[src/sv/esc_pkg.sv]
`timescale 1ns / 1ps
// ----------------------------------------------------------------------------
// esc_pkg
// Shared types, constants and small helpers for the epoch to calendar block.
// ----------------------------------------------------------------------------
package esc_pkg;

    localparam logic [31:0] DAY_SECS   = 32'd86400;
    localparam logic [31:0] HOUR_SECS  = 32'd3600;
    localparam logic [31:0] MIN_SECS   = 32'd60;
    localparam logic [31:0] YEAR_DAYS  = 32'd365;
    localparam logic [31:0] LEAP_DAYS  = 32'd366;
    localparam logic [11:0] EPOCH_YEAR = 12'd1970;
    localparam logic [2:0]  EPOCH_WDAY = 3'd4;     // 1970-01-01 was a Thursday
    localparam logic [3:0]  DAY_BITS_LAST  = 4'd15;
    localparam logic [3:0]  HOUR_BITS_LAST = 4'd4;
    localparam logic [3:0]  MIN_BITS_LAST  = 4'd5;
    localparam logic [3:0]  MONTH_FEB = 4'd1;

    typedef enum logic [6:0] {
        S_IDLE   = 7'b0000001,
        S_DAYS   = 7'b0000010,
        S_HOURS  = 7'b0000100,
        S_MINS   = 7'b0001000,
        S_YEARS  = 7'b0010000,
        S_MONTHS = 7'b0100000,
        S_DONE   = 7'b1000000
    } t_state;

    // Years reachable are 1970..2106; the only century year that is not
    // leap in that span is 2100.
    function automatic logic f_leap(input logic [11:0] year);
        f_leap = (year[1:0] == 2'b00) && (year != 12'd2100);
    endfunction

    function automatic logic [4:0] f_month_len(input logic [3:0] mon, input logic leap);
        logic [4:0] len;
        case (mon)
            4'd0:  len = 5'd31;
            4'd1:  len = leap ? 5'd29 : 5'd28;
            4'd2:  len = 5'd31;
            4'd3:  len = 5'd30;
            4'd4:  len = 5'd31;
            4'd5:  len = 5'd30;
            4'd6:  len = 5'd31;
            4'd7:  len = 5'd31;
            4'd8:  len = 5'd30;
            4'd9:  len = 5'd31;
            4'd10: len = 5'd30;
            4'd11: len = 5'd31;
            default: len = 5'd31;
        endcase
        f_month_len = len;
    endfunction

    // Reduce a small value (at most 41) modulo 7.
    function automatic logic [2:0] f_mod7(input logic [5:0] v);
        logic [5:0] t;
        t = v;
        for (int k = 0; k < 5; k++) begin
            if (t >= 6'd7) begin
                t = t - 6'd7;
            end
        end
        f_mod7 = t[2:0];
    endfunction

endpackage

[src/sv/epoch_seconds_to_calendar.sv]
`timescale 1ns / 1ps
// ----------------------------------------------------------------------------
// epoch_seconds_to_calendar
// Seconds since 1970-01-01 to Gregorian date, time of day and weekday.
// The conversion is iterative: one 33-bit subtractor does 16 + 5 + 6 division
// steps, up to 137 year steps and up to 12 month steps. One beat in flight;
// o_ready is high only when idle, so a new beat is taken in the cycle after
// the result loads.
// Reset (synchronous, active low) returns to idle with no output pending.
// ----------------------------------------------------------------------------
module epoch_seconds_to_calendar import esc_pkg::*; (
    input  logic        i_clk,
    input  logic        i_rst_n,
    input  logic        i_valid,
    output logic        o_ready,
    input  logic [31:0] i_seconds_count,
    output logic        o_valid,
    input  logic        i_ready,
    output logic [11:0] o_year_out,
    output logic [3:0]  o_month_out,
    output logic [4:0]  o_day_out,
    output logic [4:0]  o_hour_out,
    output logic [5:0]  o_minute_out,
    output logic [5:0]  o_second_out,
    output logic [2:0]  o_weekday_out
);

    t_state      r_state, n_state;
    logic [31:0] r_acc, n_acc;
    logic [3:0]  r_cnt, n_cnt;
    logic [15:0] r_days, n_days;
    logic [4:0]  r_hour, n_hour;
    logic [5:0]  r_min, n_min;
    logic [5:0]  r_sec, n_sec;
    logic [11:0] r_year, n_year;
    logic [3:0]  r_mon, n_mon;
    logic [2:0]  r_wd, n_wd;
    logic        r_out_valid, n_out_valid;
    logic [11:0] r_year_out;
    logic [3:0]  r_month_out;
    logic [4:0]  r_day_out;
    logic [4:0]  r_hour_out;
    logic [5:0]  r_minute_out;
    logic [5:0]  r_second_out;
    logic [2:0]  r_weekday_out;

    logic [31:0] w_sub_b;
    logic [32:0] w_diff;
    logic        w_ge;
    logic        w_leap;
    logic [4:0]  w_mlen;
    logic [31:0] w_rem;
    logic        w_load;

    assign w_leap = f_leap(r_year);
    assign w_mlen = f_month_len(r_mon, w_leap && (r_mon == MONTH_FEB));

    // shared compare/subtract unit
    always_comb begin
        case (r_state)
            S_DAYS:   w_sub_b = DAY_SECS << r_cnt;
            S_HOURS:  w_sub_b = HOUR_SECS << r_cnt;
            S_MINS:   w_sub_b = MIN_SECS << r_cnt;
            S_YEARS:  w_sub_b = w_leap ? LEAP_DAYS : YEAR_DAYS;
            S_MONTHS: w_sub_b = {27'd0, w_mlen};
            default:  w_sub_b = 32'd0;
        endcase
    end

    assign w_diff = {1'b0, r_acc} - {1'b0, w_sub_b};
    assign w_ge   = ~w_diff[32];
    assign w_rem  = w_ge ? w_diff[31:0] : r_acc;

    assign o_ready = (r_state == S_IDLE);
    assign w_load  = (r_state == S_DONE) && (!r_out_valid || i_ready);

    always_comb begin
        n_state = r_state;
        n_acc   = r_acc;
        n_cnt   = r_cnt;
        n_days  = r_days;
        n_hour  = r_hour;
        n_min   = r_min;
        n_sec   = r_sec;
        n_year  = r_year;
        n_mon   = r_mon;
        n_wd    = r_wd;
        case (r_state)
            S_IDLE: begin
                if (i_valid) begin
                    n_acc   = i_seconds_count;
                    n_cnt   = DAY_BITS_LAST;
                    n_state = S_DAYS;
                end
            end
            S_DAYS: begin
                n_acc  = w_rem;
                n_days = {r_days[14:0], w_ge};
                n_cnt  = r_cnt - 4'd1;
                if (r_cnt == 4'd0) begin
                    n_cnt   = HOUR_BITS_LAST;
                    n_state = S_HOURS;
                end
            end
            S_HOURS: begin
                n_acc  = w_rem;
                n_hour = {r_hour[3:0], w_ge};
                n_cnt  = r_cnt - 4'd1;
                if (r_cnt == 4'd0) begin
                    n_cnt   = MIN_BITS_LAST;
                    n_state = S_MINS;
                end
            end
            S_MINS: begin
                n_acc = w_rem;
                n_min = {r_min[4:0], w_ge};
                n_cnt = r_cnt - 4'd1;
                if (r_cnt == 4'd0) begin
                    n_sec   = w_rem[5:0];
                    n_acc   = {16'd0, r_days};
                    n_year  = EPOCH_YEAR;
                    n_mon   = 4'd0;
                    n_wd    = EPOCH_WDAY;
                    n_state = S_YEARS;
                end
            end
            S_YEARS: begin
                if (w_ge) begin
                    n_acc  = w_diff[31:0];
                    n_year = r_year + 12'd1;
                    n_wd   = f_mod7({3'd0, r_wd} + (w_leap ? 6'd2 : 6'd1));
                end else begin
                    n_state = S_MONTHS;
                end
            end
            S_MONTHS: begin
                if (w_ge) begin
                    n_acc = w_diff[31:0];
                    n_mon = r_mon + 4'd1;
                    n_wd  = f_mod7({3'd0, r_wd} + {1'b0, w_mlen - 5'd28});
                end else begin
                    n_state = S_DONE;
                end
            end
            S_DONE: begin
                if (w_load) begin
                    n_state = S_IDLE;
                end
            end
            default: begin
                n_state = S_IDLE;
            end
        endcase
    end

    always_comb begin
        n_out_valid = r_out_valid;
        if (r_out_valid && i_ready) begin
            n_out_valid = 1'b0;
        end
        if (w_load) begin
            n_out_valid = 1'b1;
        end
    end

    always_ff @(posedge i_clk) begin
        if (!i_rst_n) begin
            r_state     <= S_IDLE;
            r_out_valid <= 1'b0;
        end else begin
            r_state     <= n_state;
            r_out_valid <= n_out_valid;
        end
    end

    always_ff @(posedge i_clk) begin
        r_acc  <= n_acc;
        r_cnt  <= n_cnt;
        r_days <= n_days;
        r_hour <= n_hour;
        r_min  <= n_min;
        r_sec  <= n_sec;
        r_year <= n_year;
        r_mon  <= n_mon;
        r_wd   <= n_wd;
        if (w_load) begin
            r_year_out    <= r_year;
            r_month_out   <= r_mon + 4'd1;
            r_day_out     <= r_acc[4:0] + 5'd1;
            r_hour_out    <= r_hour;
            r_minute_out  <= r_min;
            r_second_out  <= r_sec;
            r_weekday_out <= f_mod7({3'd0, r_wd} + {1'b0, r_acc[4:0]});
        end
    end

    assign o_valid       = r_out_valid;
    assign o_year_out    = r_year_out;
    assign o_month_out   = r_month_out;
    assign o_day_out     = r_day_out;
    assign o_hour_out    = r_hour_out;
    assign o_minute_out  = r_minute_out;
    assign o_second_out  = r_second_out;
    assign o_weekday_out = r_weekday_out;

endmodule

[config.mk]
export PLATFORM = sky130hd
export DESIGN_NAME = epoch_seconds_to_calendar
export DESIGN_NICKNAME = d
export VERILOG_FILES = /design/src/sv/esc_pkg.sv /design/src/sv/epoch_seconds_to_calendar.sv
export SDC_FILE = /design/constraint.sdc
export NUM_CORES = 1
export LEC_CHECK = 0
export ABC_CLOCK_PERIOD_IN_PS = 14400
export BUFFER_PORTS_ARGS = -buffer_cell sky130_fd_sc_hd__clkbuf_2
export CELL_PAD_IN_SITES_DETAIL_PLACEMENT = 0
export CELL_PAD_IN_SITES_GLOBAL_PLACEMENT = 1
export CORE_MARGIN = 2
export CORE_UTILIZATION = 52
export DETAILED_ROUTE_END_ITERATION = 10
export PLACE_DENSITY = 0.95
export SETUP_SLACK_MARGIN = 0.15
export SLEW_MARGIN = 30
export SYNTH_ARGS = -nofsm -noshare
export SYNTH_HDL_FRONTEND = slang
export SYNTH_SLANG_ARGS = --single-unit
[constraint.sdc]
create_clock -name i_clk -period 14.4 [get_ports i_clk]
set_clock_uncertainty 0.2 [all_clocks]
set_input_delay 0.72 -clock i_clk [delete_from_list [all_inputs] [get_ports i_clk]]
set_output_delay 0.72 -clock i_clk [all_outputs]
set_load 0.05 [all_outputs]
# Word-level counts from Yosys, hierarchy flattened
# Index checks and enable logic that the tools add are counted.
# totals
regBits	137
word_cells	174
inputBits	36
out_inout_bits	43
# op_classes
muxes	68
eq_ne	22
n_addsub	24
shift	3
magnitude_cmp	15
bitwise_logic	1
n_reduce_logical	23
# ops
op	n
$mux W6	32
$pmux W32 S5	1
$mux W32	3
$pmux W32 S3	1
$ge A6 B3 Y1 const B	14
$sub A6 B3 Y6 const B	11
$mux W7	7
$pmux W7 S7	1
$sub A32 B32 Y33	1
$shl A12 B4 Y32 const A	1
$shl A17 B4 Y32 const A	1
$shl A6 B4 Y32 const A	1
$mux W12	2
$pmux W12 S2	1
$mux W4	5
$mux W3	6
$ne A2 B2 Y1 const B	9
$pmux W4 S4	1
$add A12 B1 Y12 const B	1
$add A3 B5 Y6	2
$ne A12 B12 Y1 const B	1
$pmux W3 S3	1
$sub A3 B3 Y3 const B	3
$eq A4 B4 Y1 const B	2
other kinds (35)	48

# Longest topological paths before layout
# logic_depth
depth_word	27
ltp_mapped	35
mapped_depth_nobuf	34

# Worst setup path after synthesis
# No wires, ideal clock.
# synth_timing
path_type	reg2reg
from	register r_year[7]
to	register r_wd[1] (data pin)
required_ns	13.929
path_stages_with_launch	34
period_less_slack_ns	7.547
arrival_ns	7.076
setup_slack_ns	6.853
cell_sequence	edfxtp_1 nor4_1 nand4b_1 nand2_1 inv_1 a31oi_1 o21ai_0 ha_1 inv_1 fa_1 inv_1 ha_1 clkbuf_1 o2bb2ai_1 mux2_2 ha_1 a22o_1 a21oi_1 mux2_2 ha_1 clkbuf_1 a21oi_1 mux2_2 ha_1 nand2b_1 o21ai_0 a41o_1 xor2_1 ha_1 o21ai_0 maj3_1 nand2_1 mux2i_1 o22ai_1
# synth_via
elab_chain_cells	27
word_cells_on_any_way	58
cone_classes	add/sub: 13; order compare: 10; eq/ne: 1; mux: 32; reduce/logical: 2
# synth_rtl
item	line_no	text
from (decl)	epoch_seconds_to_calendar.sv:35	logic [11:0] r_year, n_year;
from (signal assigned)	epoch_seconds_to_calendar.sv:183	r_year <= n_year;
$ne A12 B12 Y1 (*)	esc_pkg.sv:33	f_leap = (year[1:0] == 2'b00) && (year != 12'd2100);
$logic_and A1 B1 Y1 (*)	esc_pkg.sv:33	
$logic_and A1 B1 Y1	epoch_seconds_to_calendar.sv:56	assign w_mlen = f_month_len(r_mon, w_leap && (r_mon == MONTH_FEB));
$mux W1	esc_pkg.sv:40	4'd1: len = leap ? 5'd29 : 5'd28;
$pmux W2 S2	esc_pkg.sv:38	case (mon)
$sub A5 B5 Y5	epoch_seconds_to_calendar.sv:140	n_wd = f_mod7({3'd0, r_wd} + {1'b0, w_mlen - 5'd28});
$add A3 B5 Y6	epoch_seconds_to_calendar.sv:140	
$sub A6 B3 Y6 / $ge A6 B3 Y1 (equally long branches)	esc_pkg.sv:62, esc_pkg.sv:61	
[12 not listed]	n/a	
$mux W6	esc_pkg.sv:61	if (t >= 6'd7) begin
$mux W6	epoch_seconds_to_calendar.sv:137	if (w_ge) begin
$mux W6	epoch_seconds_to_calendar.sv:88	case (r_state)
$ge A6 B3 Y1 / $sub A3 B3 Y3 (equally long branches)	esc_pkg.sv:61, esc_pkg.sv:62	
$mux W3	esc_pkg.sv:61	
$mux W3	epoch_seconds_to_calendar.sv:137	
$pmux W3 S3 (*)	epoch_seconds_to_calendar.sv:88	
named net n_wd[1]	epoch_seconds_to_calendar.sv:37	logic [2:0] r_wd, n_wd;
to (signal assigned)	epoch_seconds_to_calendar.sv:185	r_wd <= n_wd;
to (decl)	epoch_seconds_to_calendar.sv:37	
# The timed path passes the listed nets; every way through them passes the cells marked *. The select of a mux whose other input is x is not followed.
# A chain may end at the register's enable or synchronous reset.

# Worst setup path after layout
# Same ends and word-level chain as after synthesis.

==> metrics.yaml <==
run_status:
  status: "finished, final reports clean"
routing:
  dr.pass1.iters: 5
  routedWlPerCell_um: 16.7
  drt_wl_total_um: 23800
  via_count: 8580
  final_antenna_net_count: 0
  remaining_drc_errors: 0
  drt_iter0_drc: 629
  routed_via_density: 6.02
sta:
  hold-worst-slack_ns: 0.221
  report.final.slew_viol_count: 0
  tightest_slew_ns: 0.830
  slew_headroom_pct: 44.3
  hold_viol_final: 0
  period_share_pct: 58.6
  finalSetupViolations: 0
  rsz0062_at_grt: "false"
  period_needed_ns: 8.44
  fmax_mhz: 118
  tns_ns: 0
setup_path:
  cp_common_cell: "ha_1"
  reg2reg_setup_slack_ns: 5.96
  crit_slowest_cell: "edfxtp_1"
  worstSetupPathType: "reg -> reg"
  crit_path_start_kind: "register"
  cp-end-kind: "register"
  arrival_ns: 8.41
  crit_buf_inv: 3
  worst_path_largest_cell_delay_ns: 0.48
  required_ns: 14.37
  crit_fanout: 11
  cp_top_family: "adder cells"
cts:
  numCtsBuffers: 17
  clk_latency_ns: 0.43
  clock_path_buffers: 2
  cts_resized: 0
  clk_pin_slew_worst_paths_ns: 0.07
  postCtsSetupBuffers: 0
  h-tree-depth: 4
  cts_root_buf: "clkbuf_16"
  cts_hold_buf: 0
  cts_tree: "built"
  cts.sinks: 137
logic_synthesis:
  synthFlopType: "edfxtp_1"
  yosysSeqAreaShare_pct: 39.0
  synth-seq-cells: 137
  syn-cell-area_sq_um: 10300
  synthArstFlopShare_pct: 0
  netlist_instances: 1089
  ys_warn_count: 0
  synthesis.nets: 1191
  synth-edff-count: 129
  avgSynthCellArea_sq_um: 9.49
  ys_types: 96
floorplanning:
  initial_core_util_pct: 53.1
  dieArea_sq_um: 21000
  num_rows: 51
  fp.dieH_um: 145
  die_w_um: 145
  io_pins: 79
  coreArea_sq_um: 19500
placed_design:
  dp_hpwl_um: 17100
  dp.cells: 1394
  dpl_cell_area_sq_um: 11000
  port_buffers: 78
  gp_congestion: 0.884
layout:
  drive_gt1_share_pct: 15.4
  final_cell_area_sq_um: 11600
  final_cells: 1426
  layout.cells.most_common: "edfxtp_1"
  fin_util_pct: 59.6
  most-common-layout-cells: "edfxtp_1, nor2_1, nand2_1, clkbuf_2"
  antennaDiodeCount: 0
  regArea_sq_um: 4030
  nets: 1250
  multiInputGateArea_sq_um: 6010
  n_fill_cell: 1633
  area_growth_syn_to_layout_pct: 12.3
global_route:
  grt_busiest_layer: "met2"
  grt_pass1_wl_um: 39300
  use_met1_pct: 31.7
  antenna_found_initial: 0
  grt_use_total_pct: 22.7
  use_met3_pct: 2.92
  grt_pass1_vias: 8040
  grt_overflow_total: 0
  grt_max_degree: 44
  met2_usage_pct: 36.6
power_and_ir_drop:
  p_leak_nw: 4.46
  ir_drop_mv: 0.297
  power_per_cell_area_nw_per_um2: 279
hold_path:
  hp-class: "reg -> reg"
run:
  maxCapViolations: 0
-- sequential cells by signal (all words and copies together), names as in the netlist, 7 cells and up --
name,cells
o_year_out,12
r_state,7
r_days,16
r_acc,32
r_year,12
-- worst register-to-register path: cells and delay by family, from the launching register on --
family / cells / cell delay [ns]
AO/OA/AOI/OAI: 11 / 2.17
XOR/XNOR: 1 / 0.24
adder cells (fa/ha/maj): 8 / 2.49
buffers and inverters: 3 / 0.29
flip-flops: 1 / 0.48
multiplexers: 4 / 1.43
AND/OR/NAND/NOR: 5 / 0.90
-- stage by stage --
step | setup WS [ns] | power (mW)
after floorplan | 6.85 | 2.43
after global placement | 6.36 | 2.73
after detailed placement | 6.05 | 2.79
after CTS | 6.02 | 3.25
after global routing | 5.31 | 3.52
final | 5.96 | 3.24
-- cells by family after synthesis --
family | Yosys count | share of synthesized area [%]
buffers and inverters | 87 | 3.49
adder cells (fa/ha/maj) | 67 | 8.38
flip-flops | 137 | 39.0
AND/OR/NAND/NOR | 363 | 17.3
XOR/XNOR | 62 | 5.51
AO/OA/AOI/OAI | 333 | 22.1
multiplexers | 40 | 4.18
-- Yosys cell counts, types with 8 or more instances --
master	instances	area share, %
edfxtp_1	129	37
xnor2_1	33	2.8
a221o_1	9	0.87
a21o_1	31	2.3
xor2_1	27	2.3
and3_1	8	0.48
a21oi_1	74	3.6
nand2_1	90	3.3
o22ai_1	8	0.48
and2_1	12	0.73
nor2_1	108	3.9
nor2b_1	16	0.97
a22o_1	10	0.85
mux2i_1	18	1.7
clkbuf_1	33	1.2
o211ai_1	9	0.65
a22oi_1	8	0.58
ha_1	62	7.5
nor3_1	20	0.97
nand3_1	42	2.0
a221oi_1	11	0.93
a211oi_1	8	0.58
dfxtp_1	8	1.5
inv_1	37	1.3
nand2b_1	12	0.73
o21ai_0	74	3.6
a31oi_1	13	0.79
or3_1	11	0.67
mux2_2	21	2.3
-- power by group --
part	internal (mW)	switching [mW]	total, mW
combinational	0.977	1.18	2.16
clock	0.235	0.209	0.444
sequential	0.583	0.0528	0.636
total	1.79	1.44	3.24
-- routing by layer --
layer	vias up	wire, um
met5	-	0
met2	281	11000
met3	33	1200
met1	4013	11000
met4	0	511
li1	4253	-
-- worst paths after layout --
path,startpoint,endpoint,cells after the start
setup / recovery,r_year[7],r_wd[1],32
hold / removal,r_sec[1],o_second_out[1],0
setup reg to reg,r_year[7],r_wd[1],32
hold reg to reg,r_sec[1],o_second_out[1],0
-- final cells by class --
type	count	share of cell area (%)
flip-flops and latches	137	34.8
clock inverters	15	1.53
well taps	265	2.86
multi-input cells	865	51.8
clock buffers	17	3.67
inverters	40	1.29
repair buffers	87	4.12
(Power assumes the default switching activity.)
